--- src/rtl/tfsf_pkg.sv ---
// Shared types and constants for the TCP flow sequence filter.
`timescale 1ns / 1ps
`default_nettype none
package tfsf_pkg;

  localparam int FLOW_ENTRIES_DEF = 1024;
  localparam int RING_DEPTH_DEF   = 10;
  localparam int QUEUE_DEPTH      = 2;
  localparam int ACT_W            = 11;
  localparam int CFG_IDX_W        = 8;

  localparam logic [63:0] IDLE_TIMEOUT_RESET = 64'd72000000;
  localparam logic [7:0]  RETX_LIMIT_RESET   = 8'd5;
  localparam logic [31:0] IP_HDR_BYTES       = 32'd20;

  // Configuration register indexes
  localparam logic [CFG_IDX_W-1:0] CFG_IDLE_TIMEOUT = 8'd0;
  localparam logic [CFG_IDX_W-1:0] CFG_RETX_LIMIT   = 8'd1;

  typedef enum logic [2:0] {
    CAUSE_NON_TCP     = 3'd0,
    CAUSE_NEW_FLOW    = 3'd1,
    CAUSE_FULL_PASS   = 3'd2,
    CAUSE_IN_ORDER    = 3'd3,
    CAUSE_RETRANSMIT  = 3'd4,
    CAUSE_NO_FLOW     = 3'd5,
    CAUSE_LIMIT       = 3'd6,
    CAUSE_UNKNOWN_SEQ = 3'd7
  } cause_t;

  // Classified packet as queued between front and back
  typedef struct packed {
    logic        tcp;
    logic [95:0] key;
    logic [31:0] seq;
    logic        syn;
    logic [31:0] delta;
    logic [63:0] now;
  } item_t;

  // One slot of a flow's recent sequence ring
  typedef struct packed {
    logic [31:0] seq;
    logic [7:0]  cnt;
  } ring_t;

endpackage
`default_nettype wire

--- src/rtl/tfsf_front.sv ---
// Front end: accept packets, build flow key and payload step, queue them.
`timescale 1ns / 1ps
`default_nettype none
module tfsf_front import tfsf_pkg::*; (
  input  wire logic        clk,
  input  wire logic        rst_n,
  input  wire logic        accept,
  input  wire logic        is_ipv4_tcp,
  input  wire logic [31:0] source_address,
  input  wire logic [31:0] dest_address,
  input  wire logic [15:0] source_port,
  input  wire logic [15:0] dest_port,
  input  wire logic [31:0] sequence_number,
  input  wire logic        syn_flag,
  input  wire logic        fin_flag,
  input  wire logic [15:0] ip_total_length,
  input  wire logic [3:0]  tcp_header_words,
  input  wire logic [63:0] arrival_time,
  output logic             full,
  output logic             q_valid,
  output item_t            q_item,
  input  wire logic        q_pop
);

  localparam int QA_W = (QUEUE_DEPTH > 1) ? $clog2(QUEUE_DEPTH) : 1;
  localparam int QC_W = $clog2(QUEUE_DEPTH + 1);

  item_t            q_r [QUEUE_DEPTH];
  logic [QA_W-1:0]  wptr_r, rptr_r;
  logic [QC_W-1:0]  cnt_r;
  item_t            item;

  // Classify: flow key and sequence advance for an in-order packet
  always_comb begin
    item.tcp   = is_ipv4_tcp;
    item.key   = {source_address, dest_address, source_port, dest_port};
    item.seq   = sequence_number;
    item.syn   = syn_flag;
    item.delta = {16'b0, ip_total_length} - IP_HDR_BYTES - {26'b0, tcp_header_words, 2'b0}
                 + {31'b0, syn_flag | fin_flag};
    item.now   = arrival_time;
  end

  assign full    = (cnt_r == QC_W'(QUEUE_DEPTH));
  assign q_valid = (cnt_r != '0);
  assign q_item  = q_r[rptr_r];

  // Hold classified packets until the back end takes them
  always_ff @(posedge clk) begin
    if (accept) begin
      q_r[wptr_r] <= item;
    end
    if (!rst_n) begin
      wptr_r <= '0;
      rptr_r <= '0;
      cnt_r  <= '0;
    end else begin
      if (accept) begin
        wptr_r <= (wptr_r == QA_W'(QUEUE_DEPTH - 1)) ? '0 : wptr_r + 1'b1;
      end
      if (q_pop) begin
        rptr_r <= (rptr_r == QA_W'(QUEUE_DEPTH - 1)) ? '0 : rptr_r + 1'b1;
      end
      cnt_r <= cnt_r + QC_W'(accept) - QC_W'(q_pop);
    end
  end

endmodule
`default_nettype wire

--- config.mk ---
export PLATFORM = sky130hd
export DESIGN_NAME = tfsf_front
export DESIGN_NICKNAME = d
export VERILOG_FILES = /design/src/rtl/tfsf_pkg.sv /design/src/rtl/tfsf_front.sv
export SDC_FILE = /design/constraint.sdc
export NUM_CORES = 1
export LEC_CHECK = 0
export ABC_AREA = 1
export ABC_CLOCK_PERIOD_IN_PS = 28600
export BUFFER_PORTS_ARGS = -buffer_cell sky130_fd_sc_hd__buf_2
export CAP_MARGIN = 15
export CORE_AREA = 2 2 173 175
export CTS_BUF_LIST = sky130_fd_sc_hd__clkbuf_8
export DETAILED_ROUTE_END_ITERATION = 8
export DIE_AREA = 0 0 175 177
export PLACE_DENSITY = 0.87
export SYNTH_ARGS = -nofsm -noshare
export SYNTH_HDL_FRONTEND = slang
export SYNTH_SLANG_ARGS = --single-unit
--- constraint.sdc ---
create_clock -name clk -period 28.6 [get_ports clk]
set_clock_uncertainty 0.05 [all_clocks]
set_input_delay 1.43 -clock clk [delete_from_list [all_inputs] [get_ports clk]]
set_output_delay 1.43 -clock clk [all_outputs]
set_load 0.01 [all_outputs]
==> insert_results.sql, run 1 <==
INSERT INTO impl_metrics (metric_group, metric, value, unit) VALUES
('routing', 'detail_route.wl_per_cell', '19.9', 'um'),
('clocking', 'clk_transition_reported_paths', '0.06', 'ns'),
('final_layout', 'layout-drive-gt1-share', '51.5', '%'),
('clocking', 'cts-buffers-inserted', '68', ''),
('routing', 'via_per_inst', '5.26', ''),
('hold_path', 'min-delay-path-class', 'flip-flop to flip-flop', ''),
('sta', 'hold-worst-slack', '0.484', 'ns'),
('hold_path', 'worst_hold_start', 'rptr_r$_SDFFE_PN0P_', ''),
('sta', 'worst_slew_margin_rel', '30.9', '%'),
('die', 'design.core.area', '29200', 'um2'),
('worst_setup_path', 'path_class', 'flip-flop to output port', ''),
('clocking', 'clock_sink_count', '431', ''),
('final_layout', 'finalNetCount', '1677', ''),
('global_route', 'antenna_found_initial', '18', ''),
('final_layout', 'final_core_utilization', '71.1', '%'),
('synthesis', 'yosys_warnings', '0', ''),
('routing', 'detailedRoute.firstPassIterationCount', '5', ''),
('sta', 'final.period_utilization', '16.2', '%'),
('final_layout', 'commonest_cells_after_routing_fill_and_taps_aside', '446 x sky130_fd_sc_hd__buf_2, 426 x sky130_fd_sc_hd__edfxtp_1, 213 x sky130_fd_sc_hd__mux2_2', ''),
('worst_setup_path', 'critical_path_required_time', '27.12', 'ns'),
('clocking', 'cts_hold_buf', '0', ''),
('sta', 'number_of_hold_violations_in_the_final_report', '0', ''),
('die', 'dieWidth', '175', 'um'),
('place', 'place.gp.congestion', '0.822', ''),
('run_status', 'run_status', 'finished clean', ''),
('worst_setup_path', 'cp.arrival', '3.16', 'ns'),
('sta', 'setup-violations-final', '0', ''),
('clocking', 'cts.htree.levels', '3', ''),
('clocking', 'clkLatencyLatePin', '0.53', 'ns'),
('worst_setup_path', 'cp-start-kind', 'flip-flop', ''),
('synthesis', 'postSynthCellCount', '951', ''),
('clocking', 'clock-root-buffer', 'sky130_fd_sc_hd__clkbuf_8', ''),
('place', 'portBuffers', '446', ''),
('sta', 'finalSetupTns', '0', 'ns'),
('global_route', 'maximum_number_of_pins_on_one_net_before_global_route_repair', '145', ''),
('synthesis', 'synth-seq-cells', '431', ''),
('worst_setup_path', 'timing.rr.start', 'wptr_r$_SDFFE_PN0P_', ''),
('final_layout', 'layout.cells.most_common', 'sky130_fd_sc_hd__buf_2', ''),
('routing', 'drtIter0Drc', '622', ''),
('global_route', 'globalRouteTotalUtil', '23.1', '%'),
('worst_setup_path', 'logic_depth_of_the_worst_register_to_register_path', '3', ''),
('routing', 'routed_wirelength', '37.6', 'mm'),
('sta', 'fin_crit', '4.64', 'ns'),
('routing', 'antenna_left', '0', ''),
('die', 'num_io_pins', '447', ''),
('die', 'floorplan.initialDensity', '58.0', '%'),
('synthesis', 'synth_area', '17000', 'um2'),
('global_route', 'number_of_global_route_vias_before_repair', '10102', ''),
('power_and_ir_drop', 'ir_drop_worst_vdd', '0.0450', 'mV'),
('synthesis', 'post_synth.cell_area_avg', '17.8', 'um2'),
('global_route', 'overflow', '0', ''),
('clocking', 'cts_resized', '0', ''),
('routing', 'route.detailed.drc', '0', ''),
('die', 'fp-row-count', '63', ''),
('global_route', 'first_pass_grt_wire_length', '53.9', 'mm'),
('job', 'cap_violations', '0', ''),
('hold_path', 'holdPathStages', '2', ''),
('synthesis', 'synth_seq_area_share', '76.0', '%'),
('sta', 'setup_repair_after_global_routing_missed_its_margin', 'no', ''),
('power_and_ir_drop', 'total_leakage_power', '0.00826', 'uW'),
('final_layout', 'layout-area-overhead-vs-synth', '22.6', '%'),
('die', 'floorplan.die_area', '31000', 'um2'),
('routing', 'routed-via-count', '9957', ''),
('sta', 'fmax', '0.215', 'GHz'),
('power_and_ir_drop', 'power_density', '67.2', 'nW/um2'),
('sta', 'timing_max_transition_violations_final', '0', ''),
('clocking', 'clock_tree_from_tritoncts', 'built', ''),
('place', 'dp_hpwl', '25.5', 'mm'),
('clocking', 'cts_setup_buffers', '0', ''),
('die', 'floorplan.die.height', '177', 'um'),
('clocking', 'maximum_buffer_depth_of_the_clock_tree', '3', ''),
('worst_setup_path', 'setup.worst_path.end_class', 'output port', ''),
('synthesis', 'netlist-cell-type-count', '29', ''),
('synthesis', 'synth_nets', '1192', ''),
('sta', 'worst_slew_pin_slew', '1.04', 'ns'),
('worst_setup_path', 'worst_path_maximum_fanout', '77', '');
## worst max-delay path, stage by stage, from the launching register on
cell and delay [ns]:
sky130_fd_sc_hd__dfxtp_4 0.88, sky130_fd_sc_hd__buf_4 0.89, sky130_fd_sc_hd__mux2_2 0.50, sky130_fd_sc_hd__buf_2 0.17
## registers in the layout (all words and copies together) (netlist names), named ones only
register and cells:
q_r 426, wptr_r 1, cnt_r 2, rptr_r 1
## logic make-up after synthesis
group	synth area share, %
buffers and inverters	2.38
adder cells (fa/ha/maj)	1.62
flip-flops	76.0
AO/OA/AOI/OAI	0.723
multiplexers	14.1
XOR/XNOR	1.03
AND/OR/NAND/NOR	4.09
## layout make-up
type	instances	area (um2)
clock inverters	53	262
repair buffers	452	2280
diodes	16	40.0
flip-flops and latches	431	12900
well taps	390	488
clock buffers	69	950
multi-input cells	431	3670
inverters	52	203
fillers	1830	8460
## where the power goes
part | internal [uW] | leakage (uW) | switching (uW)
Clock | 229 | 0.000711 | 234
Sequential | 740 | 0.00404 | 12.0
Combinational | 79.7 | 0.00351 | 102
Total | 1050 | 0.00826 | 347
## cells in the mapped netlist (all sizes together)
library cell | number | share of area, %
xnor2 | 7 | 0.36
edfxtp | 426 | 75
dfxtp | 5 | 0.59
nand3 | 22 | 0.68
a21oi | 8 | 0.24
mux2 | 213 | 14
nand3b | 1 | 0.044
o21bai | 2 | 0.088
ha | 22 | 1.6
buf | 34 | 1.2
inv | 52 | 1.2
clkbuf | 3 | 0.066
a21o | 2 | 0.088
o21ai | 8 | 0.24
nand2 | 93 | 2.2
xor2 | 13 | 0.67
nor2 | 32 | 0.96
nor3 | 1 | 0.029
a31oi | 2 | 0.074
and2 | 1 | 0.037
nand4 | 3 | 0.11
or2 | 1 | 0.037
## metal layers
| layer | vias to the layer above | global-route usage (%) | wire length (um) | share of wire [%] |
|---|---|---|---|---|
| met4 | 4 | 11.4 | 1530 | 4.1 |
| met5 | - | 0 | 27 | 0.072 |
| met2 | 453 | 41.1 | 20000 | 53 |
| met3 | 97 | 8.14 | 3320 | 8.8 |
| li1 | 4552 | - | - | - |
| met1 | 4851 | 24.5 | 12800 | 34 |
## worst paths after layout
| kind | end | slack, ns |
|---|---|---|
| worst max-delay path | q_item[88] | 23.96 |
| worst min-delay path | flip-flop | 0.48 |
| worst max register to register | q_r[1][225]$_DFFE_PP_ | 25.86 |
| worst min register to register | flip-flop | 0.48 |
## through the flow
stage	instances	power (uW)	worst slack, ns	area, um2
2_1_floorplan	951	878	17.38	17000
3_3_place_gp	1756	937	24.58	19500
3_5_place_dp	1756	945	24.57	19500
4_1_cts	1878	1410	23.92	20700
5_1_grt	1893	1450	23.77	20800
6_report	1894	1400	23.96	20800
(Power assumes the default switching activity.)
==> run 2: changes to the inputs <==
- ABC_CLOCK_PERIOD_IN_PS: 28600 -> 4170
- CORE_AREA: 2 2 173 175 -> not set
- CORE_ASPECT_RATIO: not set -> 1.4
- CORE_UTILIZATION: not set -> 49
- DIE_AREA: 0 0 175 177 -> not set
- PLACE_DENSITY: 0.87 -> 0.78
- clock period: 28.6 -> 4.17 ns (I/O delays scaled with it)
==> insert_results.sql, run 2 (same netlist as run 1, synthesis figures left out) <==
INSERT INTO impl_metrics (metric_group, metric, value, unit) VALUES
('global_route', 'maximum_number_of_pins_on_one_net_before_global_route_repair', '162', ''),
('routing', 'detailedRoute.firstPassIterationCount', '5', ''),
('place', 'dp_hpwl', '24.8', 'mm'),
('worst_setup_path', 'setup.worst_path.end_class', 'output port', ''),
('sta', 'number_of_hold_violations_in_the_final_report', '0', ''),
('power_and_ir_drop', 'power_density', '418', 'nW/um2'),
('die', 'floorplan.die_area', '35400', 'um2'),
('sta', 'setup_repair_after_global_routing_missed_its_margin', 'no', ''),
('die', 'floorplan.die.height', '222', 'um'),
('clocking', 'maximum_buffer_depth_of_the_clock_tree', '3', ''),
('final_layout', 'layout-drive-gt1-share', '45.3', '%'),
('worst_setup_path', 'path_class', 'flip-flop to output port', ''),
('global_route', 'first_pass_grt_wire_length', '60.3', 'mm'),
('run_status', 'run_status', 'finished clean', ''),
('power_and_ir_drop', 'total_power', '9500', 'uW'),
('clocking', 'clock_tree_from_tritoncts', 'built', ''),
('global_route', 'number_of_global_route_vias_before_repair', '11244', ''),
('final_layout', 'largest_reg_flops', '426', ''),
('routing', 'drtIter0Drc', '539', ''),
('power_and_ir_drop', 'total_leakage_power', '0.00900', 'uW'),
('sta', 'worst_slew_margin_rel', '37.1', '%'),
('sta', 'setup-violations-final', '0', ''),
('hold_path', 'holdPathStages', '6', ''),
('routing', 'routed_wirelength', '39.9', 'mm'),
('worst_setup_path', 'worst_path_maximum_fanout', '76', ''),
('final_layout', 'final_area', '22700', 'um2'),
('clocking', 'clkLatencyLatePin', '0.60', 'ns'),
('final_layout', 'regMostFlops', 'q_r', ''),
('sta', 'final.period_utilization', '64.2', '%'),
('clocking', 'cts_setup_buffers', '0', ''),
('die', 'dieWidth', '159', 'um'),
('worst_setup_path', 'critical_path_required_time', '3.91', 'ns'),
('place', 'portBuffers', '446', ''),
('global_route', 'antenna_found_initial', '4', ''),
('routing', 'routed-via-count', '10496', ''),
('clocking', 'cts-buffers-inserted', '60', ''),
('worst_setup_path', 'cp-start-kind', 'flip-flop', ''),
('place', 'dpl_cell_area', '19700', 'um2'),
('hold_path', 'min-delay-path-class', 'primary input to flip-flop', ''),
('final_layout', 'finalNetCount', '1871', ''),
('global_route', 'overflow', '0', ''),
('sta', 'fin_crit', '2.68', 'ns'),
('worst_setup_path', 'logic_depth_of_the_worst_register_to_register_path', '3', ''),
('clocking', 'clock-root-buffer', 'sky130_fd_sc_hd__clkbuf_8', ''),
('worst_setup_path', 'cp.arrival', '2.42', 'ns'),
('die', 'fp-row-count', '80', ''),
('sta', 'finalSetupTns', '0', 'ns'),
('die', 'floorplan.initialDensity', '49.7', '%'),
('power_and_ir_drop', 'ir_drop_worst_vdd', '0.331', 'mV'),
('worst_setup_path', 'critical_path.slowest_cell', 'sky130_fd_sc_hd__dfxtp_4', ''),
('sta', 'worst_slew_pin_slew', '0.944', 'ns'),
('sta', 'fmax', '0.373', 'GHz'),
('final_layout', 'layout.cells.most_common', 'sky130_fd_sc_hd__buf_2', ''),
('clocking', 'cts_resized', '0', ''),
('final_layout', 'layout-area-overhead-vs-synth', '34.1', '%'),
('routing', 'antenna_left', '0', ''),
('job', 'cap_violations', '0', ''),
('worst_setup_path', 'crit_chain', 'buf_12 -> mux2_2 -> buf_2', ''),
('routing', 'detail_route.wl_per_cell', '18.7', 'um'),
('global_route', 'globalRouteTotalUtil', '22.4', '%'),
('final_layout', 'commonest_cells_after_routing_fill_and_taps_aside', '446 x sky130_fd_sc_hd__buf_2, 426 x sky130_fd_sc_hd__edfxtp_1, 213 x sky130_fd_sc_hd__mux2_2', ''),
('final_layout', 'filler_cell_count', '2297', ''),
('clocking', 'clk_transition_reported_paths', '0.06', 'ns'),
('final_layout', 'largest_registers', 'q_r (426), cnt_r (2)', ''),
('place', 'place.gp.congestion', '0.900', ''),
('die', 'num_io_pins', '447', ''),
('worst_setup_path', 'maximum_cell_stage_delay_along_the_critical_path', '0.68', 'ns'),
('routing', 'route.detailed.drc', '0', ''),
('sta', 'timing_max_transition_violations_final', '0', ''),
('clocking', 'cts.htree.levels', '2', ''),
('clocking', 'clock_sink_count', '431', ''),
('die', 'design.core.area', '34100', 'um2'),
('routing', 'via_per_inst', '4.93', '');
-- run 2: cell types whose count changed in the layout (fill, tap and decap cells not counted), moves of 2 or more --
cell,change
sky130_fd_sc_hd__diode_2,-12
sky130_fd_sc_hd__clkinv_1,+2
sky130_fd_sc_hd__inv_8,-3
sky130_fd_sc_hd__buf_4,-3
sky130_fd_sc_hd__dlygate4sd3_1,+201
sky130_fd_sc_hd__inv_1,-9
sky130_fd_sc_hd__buf_12,+4
sky130_fd_sc_hd__clkbuf_8,-9
sky130_fd_sc_hd__clkinv_2,+3
sky130_fd_sc_hd__clkinvlp_4,+3
sky130_fd_sc_hd__inv_12,-2
-- run 2: path summary, 6_finish.rpt --
kind	startpoint	to	slack (ns)
worst min register to register	rptr_r$_SDFFE_PN0P_	flip-flop	0.45
worst min-delay path	ip_total_length[12]	q_r[1][77]$_DFFE_PP_	0.19
worst max-delay path	flip-flop	q_item[91]	1.49
worst max register to register	wptr_r$_SDFFE_PN0P_	q_r[1][100]$_DFFE_PP_	2.35
-- run 2: worst max-delay path: cells and delay by family, from the launching register on --
family                 cells  cell delay [ns]
multiplexers               1             0.49
buffers and inverters      2             0.58
flip-flops                 1             0.68
-- run 2: repair_timing --
action | CTS | global route
endpoints found under the hold margin | 397 | 0
setup endpoints to repair | 0 | 0
hold buffers | 201 | 0
-- run 2: layout make-up --
cell class,count,area (um2),share of cell area [%]
diodes,4,10.0,0.0440
clock inverters,48,233,1.02
repair buffers,654,4350,19.1
multi-input cells,431,3670,16.1
flip-flops and latches,431,12900,56.7
clock buffers,60,826,3.63
well taps,451,564,2.48
inverters,52,199,0.875
-- run 2: through the flow --
stage / cells / setup WS [ns] / hold slack, ns / util (%)
final: 2131 / 1.49 / 0.189 / 66.6
after floorplan: 951 / 0.121 / 0.252 / -
after global placement: 1818 / 1.45 / 0.345 / 57.6
after global routing: 2129 / 1.34 / 0.221 / 66.6
after CTS: 2127 / 1.40 / 0.144 / 66.6
after detailed placement: 1818 / 1.31 / 0.350 / 57.6
-- run 2: power breakdown --
group / internal [uW] / switching (uW)
clock: 1400 / 1520
combinational: 680 / 762
sequential: 5070 / 71.2
total: 7150 / 2350
-- run 2: metal layers --
| metal | GRT usage, % | share of wire, % | vias up |
|---|---|---|---|
| li1 | - | - | 4918 |
| met1 | 22.4 | 34 | 5082 |
| met2 | 42.4 | 55 | 377 |
| met3 | 5.61 | 6.1 | 117 |
| met4 | 11.4 | 4.8 | 2 |
| met5 | 0 | 0.033 | - |
==> run 3: changes to the inputs <==
- ABC_AREA: 1 -> 0
- ABC_CLOCK_PERIOD_IN_PS: 4170 -> 2410
- clock period: 4.17 -> 2.41 ns (I/O delays scaled with it)
==> insert_results.sql, run 3 <==
INSERT INTO impl_metrics (metric_group, metric, value, unit) VALUES
('synthesis', 'synth_seq_area_share', '76.7', '%'),
('power_and_ir_drop', 'power_density', '730', 'nW/um2'),
('final_layout', 'largest_reg_flops', '426', ''),
('sta', 'number_of_hold_violations_in_the_final_report', '0', ''),
('global_route', 'first_pass_grt_wire_length', '61.7', 'mm'),
('synthesis', 'netlist-cell-type-count', '54', ''),
('sta', 'worst_slew_pin_slew', '0.785', 'ns'),
('routing', 'drtIter0Drc', '590', ''),
('sta', 'layout_setup_ws', '0.104', 'ns'),
('sta', 'fmax', '0.434', 'GHz'),
('die', 'floorplan.die.height', '221', 'um'),
('clocking', 'cts_setup_buffers', '0', ''),
('die', 'dieWidth', '158', 'um'),
('synthesis', 'yosys_warnings', '0', ''),
('synthesis', 'synth.most_common_cell', 'sky130_fd_sc_hd__edfxtp_1', ''),
('routing', 'antenna_left', '0', ''),
('synthesis', 'netlist.top_cell.by_area', 'sky130_fd_sc_hd__edfxtp_1', ''),
('place', 'dp_hpwl', '26.1', 'mm'),
('synthesis', 'synth_area', '16800', 'um2'),
('routing', 'routed_wirelength', '41.6', 'mm'),
('worst_setup_path', 'critical_path_required_time', '2.24', 'ns'),
('sta', 'final.period_utilization', '95.7', '%'),
('sta', 'setup_repair_after_global_routing_missed_its_margin', 'no', ''),
('power_and_ir_drop', 'portion_of_total_power_attributed_to_the_clock_network', '32.4', '%'),
('synthesis', 'post_synth_edffs', '426', ''),
('final_layout', 'layout-area-overhead-vs-synth', '40.1', '%'),
('synthesis', 'synth-seq-cells', '431', ''),
('global_route', 'overflow', '0', ''),
('job', 'cap_violations', '0', ''),
('worst_setup_path', 'path_class', 'flip-flop to output port', ''),
('worst_setup_path', 'cp.arrival', '2.14', 'ns'),
('power_and_ir_drop', 'p_int', '13100', 'uW'),
('place', 'place.gp.congestion', '0.872', ''),
('worst_setup_path', 'setup.worst_path.end_class', 'output port', ''),
('clocking', 'clock_sink_count', '431', ''),
('synthesis', 'synth_area_leaders', 'sky130_fd_sc_hd__edfxtp_1 76%, sky130_fd_sc_hd__mux2_2 14%, sky130_fd_sc_hd__ha_1 1.6%', ''),
('power_and_ir_drop', 'switching_share', '24.0', '%'),
('clocking', 'clock-root-buffer', 'sky130_fd_sc_hd__clkbuf_8', ''),
('routing', 'detailedRoute.firstPassIterationCount', '5', ''),
('sta', 'hold-worst-slack', '0.0793', 'ns'),
('power_and_ir_drop', 'share_comb_of_total_power', '16.1', '%'),
('global_route', 'number_of_global_route_vias_before_repair', '11783', ''),
('final_layout', 'layout.cells.most_common', 'sky130_fd_sc_hd__buf_2', ''),
('final_layout', 'largest_registers', 'q_r (426), cnt_r (2)', ''),
('clocking', 'maximum_buffer_depth_of_the_clock_tree', '3', ''),
('final_layout', 'commonest_cells_after_routing_fill_and_taps_aside', '446 x sky130_fd_sc_hd__buf_2, 426 x sky130_fd_sc_hd__edfxtp_1, 213 x sky130_fd_sc_hd__mux2_2', ''),
('worst_setup_path', 'timing.rr.start', 'wptr_r$_SDFFE_PN0P_', ''),
('sta', 'fin_crit', '2.31', 'ns'),
('synthesis', 'postSynth.topFlopCell', 'sky130_fd_sc_hd__edfxtp_1', ''),
('die', 'floorplan.die_area', '35000', 'um2'),
('sta', 'worst_slew_margin_rel', '47.3', '%'),
('clocking', 'cts-buffers-inserted', '60', ''),
('clocking', 'cts.htree.levels', '2', ''),
('die', 'floorplan.initialDensity', '50.1', '%'),
('power_and_ir_drop', 'ir_drop_worst_vdd', '0.730', 'mV'),
('final_layout', 'finalNetCount', '1849', ''),
('final_layout', 'regMostFlops', 'q_r', ''),
('die', 'design.core.area', '33500', 'um2'),
('synthesis', 'post_synth.cell_area_avg', '19.4', 'um2'),
('die', 'fp-row-count', '79', ''),
('routing', 'routed-via-count', '10666', ''),
('clocking', 'clkLatencyLatePin', '0.59', 'ns'),
('hold_path', 'worst_hold_start', 'ip_total_length[10]', ''),
('final_layout', 'filler_cell_count', '2034', ''),
('clocking', 'clk_transition_reported_paths', '0.07', 'ns'),
('synthesis', 'synth_nets', '1106', ''),
('synthesis', 'synth_commonest_cells', '426 x sky130_fd_sc_hd__edfxtp_1, 213 x sky130_fd_sc_hd__mux2_2, 26 x sky130_fd_sc_hd__clkbuf_1', ''),
('power_and_ir_drop', 'total_power', '17200', 'uW'),
('synthesis', 'async_reset_ff_share', '0', '%'),
('place', 'portBuffers', '446', ''),
('global_route', 'globalRouteTotalUtil', '23.5', '%'),
('worst_setup_path', 'cp-start-kind', 'flip-flop', ''),
('synthesis', 'synthDominantCellAreaShare', '76.1', '%'),
('global_route', 'antenna_found_initial', '8', ''),
('place', 'post-place-ws', '-0.503', 'ns'),
('run_status', 'run_status', 'finished clean', ''),
('hold_path', 'min-delay-path-class', 'primary input to flip-flop', ''),
('sta', 'setup-violations-final', '0', ''),
('sta', 'finalSetupTns', '0', 'ns'),
('sta', 'timing_max_transition_violations_final', '0', ''),
('final_layout', 'layout-drive-gt1-share', '51.4', '%'),
('global_route', 'maximum_number_of_pins_on_one_net_before_global_route_repair', '99', ''),
('power_and_ir_drop', 'switchingPower', '4130', 'uW'),
('power_and_ir_drop', 'power.share.sequential', '51.5', '%'),
('final_layout', 'final_core_utilization', '70.2', '%'),
('power_and_ir_drop', 'total_leakage_power', '0.00915', 'uW'),
('routing', 'detail_route.wl_per_cell', '19.8', 'um'),
('routing', 'route.detailed.drc', '0', ''),
('synthesis', 'postSynthCellCount', '865', ''),
('clocking', 'clock_tree_from_tritoncts', 'built', ''),
('routing', 'via_per_inst', '5.07', ''),
('worst_setup_path', 'worst_path_maximum_fanout', '50', ''),
('die', 'num_io_pins', '447', '');
## run 3: changes by cell type after synthesis, moves of 8 or more
cell,before,now
sky130_fd_sc_hd__clkbuf_1,3,26
sky130_fd_sc_hd__nand3_1,21,4
sky130_fd_sc_hd__xnor2_1,7,15
sky130_fd_sc_hd__buf_2,17,1
sky130_fd_sc_hd__nor2_1,25,10
sky130_fd_sc_hd__inv_1,51,21
sky130_fd_sc_hd__nand2_1,84,10
sky130_fd_sc_hd__nand2_2,9,0
## run 3: through the flow
stage,area (um2),std cells
after floorplan,17000,865
after global placement,20300,1790
after detailed placement,20300,1790
after CTS,23500,2100
after global routing,23500,2105
final,23500,2105
## run 3: final cells by class
| type | count | area (um2) | share of cell area (%) |
|---|---|---|---|
| well taps | 445 | 557 | 2.37 |
| flip-flops and latches | 431 | 12900 | 54.8 |
| inverters | 21 | 104 | 0.441 |
| clock buffers | 62 | 853 | 3.63 |
| repair buffers | 723 | 4960 | 21.1 |
| multi-input cells | 371 | 3820 | 16.2 |
| diodes | 5 | 12.5 | 0.0532 |
| clock inverters | 47 | 328 | 1.39 |
## run 3: path summary, 6_finish.rpt
path	to	slack [ns]	cells after the start
worst max-delay path	q_item[162]	0.10	4
worst min-delay path	q_r[1][74]$_DFFE_PP_	0.08	4
worst max register to register	wptr_r$_SDFFE_PN0P_	0.61	4
worst min register to register	rptr_r$_SDFFE_PN0P_	0.55	2
## run 3: cell families (layout without fill, tap and decap cells)
family	after synthesis	after routing	share of synthesized area, %
simple gates	62	62	2.12
fa+ha+maj	22	22	1.64
mux	214	214	14.3
xor+xnor	27	27	1.41
buf+inv	63	853	1.71
other cells	0	5	0
compound gates	46	46	2.05
flops	431	431	76.7
## run 3: power groups by stage
stage          Sequential, uW  Combinational (uW)  Clock (uW)
3_5_place_dp             9000                2450           0
5_1_grt                  8880                2950        5960
4_1_cts                  8840                2740        5640
6_report                 8860                2760        5570
3_3_place_gp             8970                2390           0
2_1_floorplan            9000                1380           0
## run 3: repair_timing
action | 4_1_cts | 5_1_grt
setup endpoints to repair | 0 | 1
hold endpoints to repair | 397 | 0
hold buffers | 201 | 0
resized for setup | 0 | 1
## run 3: metal layers
metal  vias up  share of wire (%)  global-route usage [%]
met5         -              0.084                       0
met4         6                4.3                    11.4
li1       4872                  -                       -
met1      5237                 33                    22.5
met3       119                6.6                    5.54
met2       432                 56                    45.3
## run 3: worst max-delay path: stages, from the launching register on
cell	delay, ns
sky130_fd_sc_hd__dfxtp_4	0.39
sky130_fd_sc_hd__buf_12	0.26
sky130_fd_sc_hd__buf_4	0.31
sky130_fd_sc_hd__mux2_2	0.38
sky130_fd_sc_hd__buf_2	0.15
